<file path="src/hdl/plb_ram.sv">
module plb_ram #(
  parameter int WIDTH = 48,
  parameter int DEPTH = 4
) (
  input  logic                     clk,
  input  logic                     we,
  input  logic [$clog2(DEPTH)-1:0] waddr,
  input  logic [WIDTH-1:0]         wdata,
  input  logic                     re,
  input  logic [$clog2(DEPTH)-1:0] raddr,
  output logic [WIDTH-1:0]         rdata
);

  logic [WIDTH-1:0] mem [DEPTH];

  always_ff @(posedge clk) begin
    if (we) begin
      mem[waddr] <= wdata;
    end
    if (re) begin
      rdata <= mem[raddr];
    end
  end

endmodule

</file>
<file path="config.mk">
export PLATFORM = sky130hd
export DESIGN_NAME = plb_ram
export DESIGN_NICKNAME = d
export VERILOG_FILES = /design/src/hdl/plb_ram.sv
export SDC_FILE = /design/constraint.sdc
export NUM_CORES = 1
export LEC_CHECK = 0
export ABC_CLOCK_PERIOD_IN_PS = 5100
export BUFFER_PORTS_ARGS = -buffer_cell sky130_fd_sc_hd__buf_2
export CAP_MARGIN = 40
export CORE_MARGIN = 2
export CORE_UTILIZATION = 50
export DETAILED_ROUTE_END_ITERATION = 10
export PLACE_DENSITY_LB_ADDON = 0.12
export REMOVE_ABC_BUFFERS = 1
export SLEW_MARGIN = 30
export SYNTH_ARGS = -nofsm -noshare
export SYNTH_HDL_FRONTEND = slang
export SYNTH_SLANG_ARGS = --single-unit
</file>
<file path="constraint.sdc">
create_clock -name clk -period 5.1 [get_ports clk]
set_input_delay 0.255 -clock clk [delete_from_list [all_inputs] [get_ports clk]]
set_output_delay 0.255 -clock clk [all_outputs]
set_load 0.05 [all_outputs]
</file>
# Word-level counts from Yosys, hierarchy flattened
# Memories as Yosys holds them, arrays and structs flattened. A register that Yosys moved wholly into a read port is not among the register bits.
# Cells that the tools add are included.
[totals]
reg_bits = 0
ramBits = 192
inputBits = 55
n_memories = 1
[memory_table]
columns = ["name", "words", "word_bits", "rd", "rd_clocked_by_memory_dff", "write_ports", "line", "source"]
rows = [
  ["mem", 4, 48, 1, 1, 1, "14", "logic [WIDTH-1:0] mem [DEPTH];"],
]
[classes]
n_mux = 2
[op_table]
columns = ["op", "n"]
rows = [
  ["$mux W1", 2],
]

# Longest topological paths before layout
[depth]
depth_word = 2
depth_mapped = 3
depth_no_buf = 1

# Worst setup path before layout
# Ideal clock, no wire load.
[synth_timing]
path_type = "input to register"
from = "in waddr[1]"
to = "mem mem[0][0], enable pin"
t_arrival_ps = 3808
t_required_ps = 4576
slack_ps = 769
path_stages = 1
path_buffers = 0
path_cell_list = "nor3b_1"
[synth_rtl]
columns = ["item", "line", "source"]
rows = [
  ["start, declared", "7", "input logic [$clog2(DEPTH)-1:0] waddr,"],
  ["end, declared", "14", ""],
]
# Straight into the memory's write port.

# Worst setup path in the final report
[layout_timing]
from = "reg rdata[22], read port of mem"
to = "out rdata[22]"
[layout_rtl]
columns = ["item", "line", "source"]
rows = [
  ["start, declared", "11", "output logic [WIDTH-1:0] rdata"],
]
# No word-level cell between the ends.

==> reports/results.ini <==
[cts]
clock_path_buffers=3
clock_sinks=240
clock_insertion_delay_worst_skew_ns=0.49
cts-buffers-inserted=23
root_buffer=clkbuf_16
cts_tree=yes
post_cts_resized=0
path_clk_slew_ns=0.06
h-tree-depth=1

[sta]
tns_ns=0
slew_headroom=0.484
worst_pin_slew_ns=0.773
period_share=0.274
setup_violations=0
hold_viol=0
finalCriticalPeriod_ns=1.40
skew_ns=0.00521
maxSlewViolCount=0
rsz0062_at_grt=no
max_freq_mhz=715

[final_layout]
diodes=0
drive_above_1_share=0.381
area_growth_pct=22.6
final_cells=708
n_fill_cell=1163
design_area_um2=10300
fin_nets=528

[die]
num_rows=47
start_util=0.510
die_w_um=134
die-area_um2=17800
io_pins=103
core_region_area_um2=16500
die_h_um=134

[grt]
grt_pass1_wl_mm=21.6
antenna_found_initial=0
globalRouteOverflowTotal=0
first_global_vias=4054
grt_start_max_net_pins=49
grt_util_all_layers=0.162

[routing]
dr.pass1.iters=4
ant_nets=0
drc_errors=0
finalWirelength_mm=14.0
via_per_inst=5.18
drt_iter0_drc=170
vias=3668
wl_per_cell_um=19.8

[placement]
gp_congestion=0.647
io_buffers=102
postPlaceCellArea_um2=9170
dpl.cell_count=620

[hold_path]
hold_class=in2reg

[setup_path]
crit_arrival_ns=1.14
critPathMaxFanout=1
cp-start-kind=flop
crit_chain=buf_2
crit_family=flip-flops
cpPeakStageDelay_ns=0.37
cp-end-kind=output port
worstPathBufferInverterCount=1
cp.required_ns=4.85
path_class=reg2out
critPathSlowestCell=edfxtp_1

[yosys]
yosys_warnings=0
seq_area_frac_synth=0.859
netlist_instances=302
syn_area_um2=8390
ys_ff_latch=240
synth.area.top_cells=edfxtp_1 (86%), mux4_2 (13%), buf_6 (0.40%)
ys_types=9
yosysTopAreaCellShare=0.859
yosys.area.top_type=edfxtp_1
post_synth.cell_area_avg_um2=27.8

[flow_run]
cap_violations=0

[pwr]
leakagePower_nw=3.51
vdd_ir_drop_max_v=0.000326
p_per_area_nw_per_um2=400

[outcome]
status=finished clean

-- registers in the layout, summed over array words and instances, names as in the netlist --
register / flops
rdata: 48
mem: 192
-- cell usage after synthesis --
cell	number
and3_1	1
buf_6	3
mux4_2	48
edfxtp_1	240
and3b_1	2
nor3b_1	1
buf_2	3
buf_4	2
clkbuf_1	2
-- layer usage --
metal,share of wire,global-route usage
met3,0.046,0.0308
met5,0,0
met2,0.50,0.275
met1,0.43,0.217
met4,0.019,0.0479
-- per-stage QoR --
stage	worst slack (ns)	util	hold slack (ns)	total power, mW
2_1_floorplan	0.769	-	0.354	2.54
3_3_place_gp	3.10	0.556	0.464	2.65
3_5_place_dp	3.35	0.557	0.471	2.66
4_1_cts	3.68	0.625	0.482	4.16
5_1_grt	3.66	0.625	0.479	4.26
6_report	3.70	0.625	0.442	4.11
-- kinds of logic after synthesis --
family	synth area share
mux	0.129
buf+inv	0.00850
simple gates	0.00373
flops	0.859
-- layout make-up --
| type | count | area (um^2) | share of cell area |
|---|---|---|---|
| Clock buffer | 30 | 602 | 0.0585 |
| Clock inverter | 10 | 41.3 | 0.00401 |
| Multi-Input combinational cell | 52 | 1120 | 0.109 |
| Sequential cell | 240 | 7210 | 0.700 |
| Tap cell | 220 | 275 | 0.0268 |
| Timing Repair Buffer | 156 | 1040 | 0.101 |
-- timing repair --
item	4_1_cts	5_1_grt
hold buffers	48	0
buffers inserted	0	0
endpoints found under the hold margin	192	0
-- report_power, final --
group          internal, mW  switching (mW)
clock network         0.825           0.645
logic                 0.117           0.204
registers              2.29          0.0243
total                  3.24           0.874
-- placed cells by master, fill, tap and decap left out, drive strengths merged --
cell	n
edfxtp	240
buf	108
mux4	48
dlygate4sd3	48
clkbuf	30
clkinv	10
and3b	2
and3	1
nor3b	1
-- path summary, 6_finish.rpt --
path / depth (start not counted) / end / from / slack (ns)
worst min register to register: 1 / rdata[42] / mem[2][42] / 0.63
worst max-delay path: 1 / rdata[22] / rdata[22] / 3.70
worst max register to register: 1 / rdata[15] / mem[0][15] / 3.99
worst min-delay path: 2 / rdata[5] / re / 0.44
Power figures use the tool's default switching activity.
