==> src/hdl/plb_pkg.sv <==
package plb_pkg;

  localparam logic [1:0] OP_UPDATE = 2'd0;
  localparam logic [1:0] OP_CLEAR  = 2'd1;
  localparam logic [1:0] OP_READ   = 2'd2;

  localparam logic [2:0] ST_UPDATED    = 3'd0;
  localparam logic [2:0] ST_INSERTED   = 3'd1;
  localparam logic [2:0] ST_REMOVED    = 3'd2;
  localparam logic [2:0] ST_ABSENT     = 3'd3;
  localparam logic [2:0] ST_FULL       = 3'd4;
  localparam logic [2:0] ST_CLEARED    = 3'd5;
  localparam logic [2:0] ST_READ_OK    = 3'd6;
  localparam logic [2:0] ST_READ_EMPTY = 3'd7;

  // Command broadcast to every cell of the chain
  typedef struct packed {
    logic wr;
    logic bid;
    logic remove;
    logic insert;
    logic overwrite;
  } plb_ctl_t;

endpackage

==> src/hdl/plb_ram.sv <==
module plb_ram #(
  parameter int WIDTH = 48,
  parameter int DEPTH = 4
) (
  input  logic                     clk,
  input  logic                     we,
  input  logic [$clog2(DEPTH)-1:0] waddr,
  input  logic [WIDTH-1:0]         wdata,
  input  logic                     re,
  input  logic [$clog2(DEPTH)-1:0] raddr,
  output logic [WIDTH-1:0]         rdata
);

  logic [WIDTH-1:0] mem [DEPTH];

  always_ff @(posedge clk) begin
    if (we) begin
      mem[waddr] <= wdata;
    end
    if (re) begin
      rdata <= mem[raddr];
    end
  end

endmodule

==> src/hdl/plb_cell.sv <==
module plb_cell #(
  parameter int DEPTH      = 16,
  parameter int NUM_SIDES  = 4,
  parameter int PRICE_BITS = 16,
  parameter int SIZE_BITS  = 32,
  parameter int IDX        = 0
) (
  input  logic                           clk,
  input  plb_pkg::plb_ctl_t              ctl,
  input  logic                           re,
  input  logic [$clog2(NUM_SIDES)-1:0]   raddr,
  input  logic [$clog2(NUM_SIDES)-1:0]   waddr,
  input  logic [PRICE_BITS-1:0]          key_price,
  input  logic [SIZE_BITS-1:0]           key_size,
  input  logic [$clog2(DEPTH+1)-1:0]     count,
  input  logic                           prev_ge,
  input  logic [PRICE_BITS-1:0]          prev_price,
  input  logic [SIZE_BITS-1:0]           prev_size,
  input  logic [PRICE_BITS-1:0]          next_price,
  input  logic [SIZE_BITS-1:0]           next_size,
  output logic [PRICE_BITS-1:0]          price,
  output logic [SIZE_BITS-1:0]           size,
  output logic                           ge,
  output logic                           match
);

  localparam int CW = $clog2(DEPTH + 1);
  localparam logic [CW-1:0] POS = CW'(IDX);

  logic                           in_use;
  logic                           behind;
  logic                           we;
  logic [PRICE_BITS+SIZE_BITS-1:0] wdata;
  logic [PRICE_BITS+SIZE_BITS-1:0] rdata;

  assign price = rdata[PRICE_BITS+SIZE_BITS-1:SIZE_BITS];
  assign size  = rdata[SIZE_BITS-1:0];

  assign in_use = POS < count;
  assign match  = in_use && (price == key_price);
  assign behind = in_use && (ctl.bid ? (price < key_price) : (price > key_price));
  // from the insert point onwards every cell is behind or unused
  assign ge     = behind || !in_use;

  always_comb begin
    we    = 1'b0;
    wdata = rdata;
    if (ctl.wr) begin
      if (ctl.remove) begin
        // close the gap: take the neighbour behind
        we    = match || behind;
        wdata = {next_price, next_size};
      end else if (ctl.insert) begin
        if (ge && !prev_ge) begin
          we    = 1'b1;
          wdata = {key_price, key_size};
        end else if (prev_ge) begin
          we    = 1'b1;
          wdata = {prev_price, prev_size};
        end
      end else if (ctl.overwrite) begin
        we    = match;
        wdata = {price, key_size};
      end
    end
  end

  plb_ram #(
    .WIDTH(PRICE_BITS + SIZE_BITS),
    .DEPTH(NUM_SIDES)
  ) u_ram (
    .clk  (clk),
    .we   (we),
    .waddr(waddr),
    .wdata(wdata),
    .re   (re),
    .raddr(raddr),
    .rdata(rdata)
  );

endmodule

==> config.mk <==
export PLATFORM = sky130hd
export DESIGN_NAME = plb_cell
export DESIGN_NICKNAME = d
export VERILOG_FILES = /design/src/hdl/plb_pkg.sv /design/src/hdl/plb_ram.sv /design/src/hdl/plb_cell.sv
export SDC_FILE = /design/constraint.sdc
export NUM_CORES = 1
export LEC_CHECK = 0
export ABC_AREA = 1
export BUFFER_PORTS_ARGS = -buffer_cell sky130_fd_sc_hd__clkbuf_2
export CORE_ASPECT_RATIO = 0.5
export CORE_UTILIZATION = 55
export DETAILED_ROUTE_END_ITERATION = 10
export PLACE_DENSITY = 0.78
export SLEW_MARGIN = 20
export SYNTH_ARGS = -nofsm -noshare
export SYNTH_HDL_FRONTEND = slang
export SYNTH_HIERARCHICAL = 1
export SYNTH_SLANG_ARGS = --single-unit
export TNS_END_PERCENT = 20
==> constraint.sdc <==
create_clock -name clk -period 9 [get_ports clk]
set_input_delay 1.8 -clock clk [delete_from_list [all_inputs] [get_ports clk]]
set_output_delay 1.8 -clock clk [all_outputs]
set_load 0.01 [all_outputs]
* Word level (Yosys, flattened, before mapping) *
Memory sizes are Yosys's and may differ from the RTL's. A register that Yosys moved wholly into a read port is not among the register bits.
Cells that the tools add are included.

word-level totals
  register bits = 0
  bits in writable memories = 192
  bits of input ports = 161
  output and inout port bits = 50
  word-level logic and storage cells = 27
  memories = 1

memory list
  memory     words  width  read ports  clocked after memory_dff  write ports  line           text
  u_ram.mem  4      48     1           1                         1            plb_ram.sv:14  logic [WIDTH-1:0] mem [DEPTH];

cells by class
  $lt $le $gt $ge = 3
  equality and inequality tests = 1
  mux-type cells = 15
  reductions and logical operators = 7

operators by type and width
  kind                                                                         count
  48-bit two-way mux                                                           5
  32-bit two-way mux                                                           1
  16-bit equality test                                                         1
  16-bit > comparator                                                          1
  16-bit less-than comparator                                                  1
  1-bit two-way mux                                                            9
  1-bit by 5-bit less-than comparator with 1-bit output, first input constant  1
  1-bit logical AND                                                            3
  1-bit zero test                                                              2
  1-bit logical OR                                                             2

* Depth between registers and ports, before layout *
Gate-level depths: netlist of the first run.

  depth in word-level cells = 11
  mapped depth = 22
  depth with buffers taken out = 21

* Modules after synthesis *
The synthesis of the first run kept the hierarchy.

modules (own cells, without submodules)
  module    instances  cells an instance  area each (um2)  seq. area each (um2)
  plb_ram   1          808                9,537.9          7,206.9
  plb_cell  1          883                3,905.0          0.0

* Least setup slack after synthesis of the first run *
No wires, ideal clock.

  path type = input -> register
  from = input key_price[11]
  to = memory u_ram.mem[0][0] (enable)
  setup time = 513 ps
  data arrival time = 6,551 ps
  data required time = 8,487 ps
  slack = 1,935 ps
  stages on the path = 15
  buffers on the path = 2
  cell sequence = inv_1 ha_1 a21oi_1 nand2_1 a21oi_1 nand2_1 nand2_2 nand2_4 buf_6 buf_6 nand2_1 nand3_1 a21oi_1 inv_1 nor3_1

on the way
  longest elaborated chain between the ends = 11
  elaborated cells on any way between the ends = 16
  those cells by class = order compare (2); eq/ne (1); mux (8); reduce/logical (5)

ends and longest elaborated chain
  element                                                             line            text
  start: declaration                                                  plb_cell.sv:13  input logic [PRICE_BITS-1:0] key_price,
  16-bit > comparator or 16-bit less-than comparator (tied branches)  plb_cell.sv:41  assign behind = in_use && (ctl.bid ? (price < key_price) : (price > key_price));
  1-bit two-way mux                                                   plb_cell.sv:41
  1-bit logical AND                                                   plb_cell.sv:41
  1-bit logical OR                                                    plb_cell.sv:43  assign ge = behind || !in_use;
  1-bit logical AND                                                   plb_cell.sv:54  if (ge && !prev_ge) begin
  1-bit two-way mux                                                   plb_cell.sv:54
  1-bit two-way mux                                                   plb_cell.sv:53  end else if (ctl.insert) begin
  1-bit two-way mux *                                                 plb_cell.sv:49  if (ctl.remove) begin
  1-bit two-way mux *                                                 plb_cell.sv:48  if (ctl.wr) begin
  named net we                                                        plb_cell.sv:32  logic we;
  1-bit two-way mux *                                                 plb_ram.sv:17   if (we) begin
  1-bit two-way mux (not written as such) *                           plb_ram.sv:18   mem[waddr] <= wdata;
  end: declaration                                                    plb_ram.sv:14

Mark *: on every way through the listed nets, which the timed path passes. The rest lies on a longest branch.

* Worst setup path in the final report of the first run *
  from = input key_price[15]
  to = output ge

on the way
  longest elaborated chain between the ends = 4
  elaborated cells on any way between the ends = 5
  those cells by class = order compare (2); mux (1); reduce/logical (2)

ends and longest elaborated chain
  element                                                             line            text
  16-bit > comparator or 16-bit less-than comparator (tied branches)  plb_cell.sv:41
  1-bit two-way mux *                                                 plb_cell.sv:41
  1-bit logical AND *                                                 plb_cell.sv:41
  1-bit logical OR *                                                  plb_cell.sv:43
  end: declaration                                                    plb_cell.sv:23  output logic ge,

Every way passes the cells marked *; elsewhere a longest branch is shown, timed or not.

==> results by group, run 1 <==
Synthesis
  – Post-synth cell types: 27
  – Avg Cell Area, Syn: 7.950 µm²
  – Mapped Nets: 1868
  – Largest family of logic cells by synthesized area: simple AND/OR/NAND/NOR gates
  – Post-Syn Instances: 1691
  – Post-synth top area share: 53.61%
  – Dominant cells by area after synthesis: edfxtp_1, nand2_1, inv_1
  – Synth area leader: edfxtp_1
  – Post-Synth XOR/XNOR Area: 0%
  – Post-Synth Simple-Gate Area: 25.41%
  – Register area share after synthesis: 53.61%
  – Synthesized flop and latch total: 240
  – Post-synthesis mux area share: 0%
  – Cell area after synthesis: 13440 µm²
  – Synth Area in Compound Gates: 7.204%
  – Synth warn: 6
  – Synth Area in Adders: 1.489%

Drt
  – Top sig layer: met4
  – DRT Pass-1 Iters: 6
  – Met3 wire length: 3492 µm
  – Remaining DRCs: 0
  – Avg Vias per Cell: 5.323
  – Met2 WL: 16600 µm
  – DR iter-0 viols: 1226
  – Vias: 11610
  – Post-route ant nets: 0
  – Post-Route WL: 36590 µm
  – WL/cell: 16.78 µm
  – Met1 WL: 15090 µm

STA
  – Fmax: 0.1567 GHz
  – Slew headroom: 23.52%
  – Clock skew: 0.01101 ns
  – Setup TNS: 0 ns
  – Hold Vio Cnt, Final: 0
  – Max Slew Vio Count: 0
  – Period minus WS final: 6.380 ns
  – Slew @ Worst Pin: 1.147 ns
  – Tcrit/Tclk final: 70.89%
  – RSZ-0062 raised after global routing: no
  – Final setup viols: 0

Critical path
  – Worst EP arrival: 4.58 ns
  – Worst-path fanout max: 49
  – Worst endpoint required time: 7.20 ns
  – Bufs and invs on worst path: 4
  – Crit end category: primary output
  – CP peak stage delay: 0.70 ns
  – CP delay by family, top: simple AND/OR/NAND/NOR gates
  – Setup Crit Path Kind: in2out
  – Critical-path top delay cell: nand2_2
  – Worst path cell trace: clkbuf_2, inv_1, ha_1, nand2_1, nor2_2, nand4_1, inv_1, nand3_2, nand2_1, nand2_2, nand2_4, nand2_2, clkbuf_2
  – Startpoint types: input pin

Global route
  – Largest net degree at the start of global routing: 97
  – Vias in the first global route: 10714
  – Congestion Overflow GR: 0
  – Total GRT Usage: 29.40%
  – Initial antenna violation count: 2
  – First-pass GRT wire length: 57240 µm

Layout
  – Fin cells: 2181
  – Final Net Count: 2025
  – Layout cells sized above 1: 14.70%
  – Syn-to-layout area delta: 13.70%
  – Final core occ: 63.76%
  – FF+latch area: 7207 µm²
  – Filler Cells Inserted: 1991
  – Area of the multi-input gates: 4604 µm²
  – Final Cell Area: 15280 µm²

CTS
  – TritonCTS clock tree: done
  – TritonCTS Sinks: 240
  – Num CTS Buffers: 22
  – Latest clock arrival within the worst-skew pair: 0.51 ns
  – Htree depth: 1
  – Root buf cell: clkbuf_16
  – Max Buffers Root-to-Sink: 3
  – Post-cts resize count: 0
  – Setup bufs post-CTS: 0
  – Hold-fix buffers, CTS: 0
  – Reg clk slew, reported paths: 0.06 ns

Die
  – # IOs: 211
  – Initial core utilization: 56.08%
  – Row cnt: 40
  – Die H: 112.6 µm
  – Chip width: 223.1 µm
  – Die area: 25110 µm²
  – Core footprint: 23970 µm²

Power
  – PD cells: 172.3 nW/µm²
  – VDD IR-drop max: 0.1175 mV
  – Leakage Power: 7.587 nW

Outcome
  – Status: completed

Placement
  – Port Buffer Count: 210
  – Placed cell areas: 14570 µm²
  – HPWL after detailed placement: 21980 µm
  – Placer Congestion: 0.8303
  – Inst Count DP: 2139

Run
  – Max Cap Viol: 0

Hold path
  – Hold Path Class: reg2reg
## logic make-up (layout without fill, tap and decap cells)
family                   Yosys count  after routing
other                              0              2
buffers and inverters            407            580
AO/OA/AOI/OAI                    188            188
flip-flops                       240            240
adder cells (fa/ha/maj)           16             16
AND/OR/NAND/NOR                  840            840
## metal layers
metal	vias up	global-route usage (%)
li1	5645	-
met1	5249	41.06
met2	618	46.98
met3	98	3.901
met4	0	11.82
met5	-	0
## worst register-to-register path, stage by stage (launching register included)
cell and delay, ns:
edfxtp_1 0.50, ha_1 0.35, nand2_1 0.09, nor2_2 0.21, nand4_1 0.11, inv_1 0.10
nand2_1 0.07, nand3_1 0.12, nand2_4 0.40, nand2_2 0.84, o31ai_1 0.14, a21oi_1 0.16
inv_1 0.13, nor3_2 0.58, buf_4 0.54
## layout make-up
type	instances	share of cell area [%]
sequential	240	47.15
multi-input combinational	1044	30.12
timing repair buffer	230	7.875
inverter	310	7.613
clock buffer	30	3.937
tap	315	2.579
clock inverter	10	0.6876
antenna	2	0.03274
## through the flow
step / setup WS (ns) / hold slack, ns / power, mW
finish: 2.620 / 0.6107 / 2.633
global route: 2.502 / 0.6455 / 2.736
CTS: 2.698 / 0.6141 / 2.635
floorplan: 1.935 / 0.5744 / 1.581
detailed placement: 2.726 / 0.5923 / 1.715
global placement: 2.776 / 0.5926 / 1.707
## power breakdown
part           internal [mW]  switching (mW)  total (mW)  leakage (nW)
logic                  0.123           0.263       0.386          5.03
registers               1.29          0.0229        1.31          2.21
clock network          0.529           0.404       0.934         0.344
## synth_stat cells (all sizes together)
cell,instances
clkinv,2
o21bai,9
and2,1
nand2,511
a21oi,122
nor2,145
o31ai,1
nand4,1
edfxtp,240
ha,16
nand3b,4
inv,308
clkbuf,51
a21o,1
o21ai,55
nor3,5
nand3,173
buf,46
## sequential cells by signal, summed over array words and instances, names as in the netlist
register     count
u_ram/mem      192
u_ram/rdata     48
## path summary, 6_finish.rpt
| path | from | cells after the start | slack (ns) | to |
|---|---|---|---|---|
| max | key_price[15] | 13 | 2.62 | ge |
| min | u_ram/mem[2][14] | 4 | 0.61 | u_ram/rdata[14] |
| max reg2reg | u_ram/rdata[47] | 14 | 4.28 | u_ram/mem[3][14] |
| min reg2reg | u_ram/mem[2][14] | 4 | 0.61 | u_ram/rdata[14] |
## cells in the final DEF (no fill, tap or decap), drive strengths merged
master and count:
edfxtp 240, bufinv 2, inv 310, clkinv 8
clkbuf 238, a21o 1, diode 2, nand3 173
nand4 1, nand2 511, o21bai 9, nor2 145
o31ai 1, and2 1, o21ai 55, buf 22
a21oi 122, nand3b 4, ha 16, nor3 5
(Power assumes the default switching activity.)
==> inputs of run 2 (changes only) <==
--- a/config.mk
+++ b/config.mk
@@ -8,9 +8,9 @@
 export ABC_AREA = 1
 export BUFFER_PORTS_ARGS = -buffer_cell sky130_fd_sc_hd__clkbuf_2
 export CORE_ASPECT_RATIO = 0.5
-export CORE_UTILIZATION = 55
+export CORE_UTILIZATION = 52
 export DETAILED_ROUTE_END_ITERATION = 10
-export PLACE_DENSITY = 0.78
+export PLACE_DENSITY = 0.77
 export SLEW_MARGIN = 20
 export SYNTH_ARGS = -nofsm -noshare
 export SYNTH_HDL_FRONTEND = slang
==> constraint.sdc (replaced) <==
create_clock -name clk -period 5.6 [get_ports clk]
set_input_delay 1.12 -clock clk [delete_from_list [all_inputs] [get_ports clk]]
set_output_delay 1.12 -clock clk [all_outputs]
set_load 0.01 [all_outputs]
==> results by group, run 2 (synthesis gave the netlist of run 1 again) <==
Critical path
  – Startpoint types: input pin
  – R2R cell count: 14
  – Worst endpoint required time: 4.48 ns
  – Worst EP arrival: 2.90 ns
  – Reg2reg setup slack: 2.05 ns
  – Setup Crit Path Kind: in2out
  – Crit end category: primary output
  – R2R Path Start: u_ram/rdata[47]
  – Worst-path fanout max: 16
  – Critical R2R Capture: u_ram/mem[3][16]

Power
  – Power, Total: 4.281 mW
  – Leakage Power: 7.618 nW
  – Clock power frac: 35.9%
  – Cell-internal power: 3.163 mW
  – Comb pwr share: 14.7%
  – PD cells: 278.4 nW/µm²
  – Sw Share: 26.12%
  – Net Sw Power: 1.118 mW
  – Reg power frac: 49.3%
  – VDD IR-drop max: 0.1669 mV

CTS
  – TritonCTS clock tree: done
  – Num CTS Buffers: 22
  – Root buf cell: clkbuf_16
  – Reg clk slew, reported paths: 0.06 ns
  – Max Buffers Root-to-Sink: 3
  – Post-cts resize count: 0
  – TritonCTS Sinks: 240
  – Htree depth: 1
  – Latest clock arrival within the worst-skew pair: 0.51 ns
  – Hold-fix buffers, CTS: 0
  – Setup bufs post-CTS: 0

Layout
  – Layout cells sized above 1: 15.05%
  – Area of the multi-input gates: 4604 µm²
  – Syn-to-layout area delta: 14.38%
  – Filler Cells Inserted: 2122
  – Fin cells: 2212
  – Final core occ: 60.80%
  – Regs by FF count: u_ram/mem (192), u_ram/rdata (48)
  – FF+latch area: 7207 µm²
  – Largest reg by FF count: u_ram/mem
  – Final Cell Area: 15380 µm²
  – Most common cell after layout, fill and taps aside: nand2_1
  – Max FFs per register: 192
  – Most frequent cells in the layout: nand2_1, inv_1, edfxtp_1
  – Final Net Count: 2030

Run
  – Max Cap Viol: 0

Drt
  – Post-route ant nets: 0
  – Top sig layer: met4
  – Met1 WL: 15340 µm
  – DR iter-0 viols: 1467
  – Met3 wire length: 3212 µm
  – Remaining DRCs: 0
  – WL/cell: 17.12 µm
  – DRT Pass-1 Iters: 6
  – Met2 WL: 18290 µm
  – Post-Route WL: 37860 µm
  – Avg Vias per Cell: 5.334
  – Vias: 11798

STA
  – Final critical-path setup slack: 1.583 ns
  – RSZ-0062 raised after global routing: no
  – Fmax: 0.2490 GHz
  – Setup TNS: 0 ns
  – Hold WS: 0.6119 ns
  – Tcrit/Tclk final: 71.73%
  – Hold Vio Cnt, Final: 0
  – Clock skew: 0.01986 ns
  – Max Slew Vio Count: 0
  – Slew headroom: 26.34%
  – Period minus WS final: 4.017 ns
  – Final setup viols: 0
  – Slew @ Worst Pin: 1.105 ns

Hold path
  – Hold_sp: u_ram/mem[1][16]
  – Hold endpoint: u_ram/rdata[16]
  – Hold Path Class: reg2reg
  – Hold Path Depth: 4

Die
  – Chip width: 229.4 µm
  – Row cnt: 41
  – Die H: 115.7 µm
  – Initial core utilization: 53.15%
  – Core footprint: 25290 µm²
  – Die area: 26540 µm²
  – # IOs: 211

Global route
  – Initial antenna violation count: 1
  – Largest net degree at the start of global routing: 97
  – Congestion Overflow GR: 0
  – First-pass GRT wire length: 57820 µm
  – Vias in the first global route: 10781
  – Total GRT Usage: 28.11%

Placement
  – Setup slack at placement: 1.410 ns
  – Placer Congestion: 0.8742
  – Inst Count DP: 2173
  – Port Buffer Count: 210
  – Placed cell areas: 14650 µm²
  – HPWL after detailed placement: 23030 µm

Outcome
  – Status: completed
-- run 2: metal layers --
metal  global-route usage [%]  vias to the layer above
met4                    9.200                        0
met3                    3.125                       85
met1                    37.57                     5465
met5                        0                        -
met2                    48.62                      595
li1                         -                     5653
-- run 2: cell type report --
cell class | count | share of cell area, %
Sequential cell | 240 | 46.87
Multi-Input combinational cell | 1044 | 29.95
Timing Repair Buffer | 235 | 8.072
Inverter | 310 | 7.568
Clock buffer | 26 | 3.816
Tap cell | 344 | 2.799
Clock inverter | 12 | 0.9114
Antenna cell | 1 | 0.01627
-- run 2: power by group through the flow --
stage | Clock [mW] | Combinational (mW) | Sequential [mW]
after floorplan | 0 | 0.389 | 2.15
after detailed placement | 0 | 0.618 | 2.15
after global routing | 1.62 | 0.698 | 2.12
after CTS | 1.55 | 0.622 | 2.11
after global placement | 0 | 0.605 | 2.15
final | 1.54 | 0.631 | 2.11
-- run 2: worst max-delay path by stage --
stage,startpoint,to,cells past startpoint
final,key_price[15],ge,11
after floorplan,key_price[11],u_ram/mem[0][0],15
after detailed placement,key_price[15],u_ram/mem[3][8],16
after global routing,key_price[15],ge,11
after global placement,key_price[15],u_ram/mem[2][8],16
after CTS,key_price[15],ge,11
-- run 2: critical path: stages --
cell	delay, ns
clkbuf_2	0.10
inv_1	0.06
ha_1	0.31
a21oi_1	0.15
o21ai_0	0.16
a21oi_1	0.23
nand2_1	0.11
nand2_2	0.08
nand2_4	0.05
nand2_2	0.32
clkbuf_2	0.21
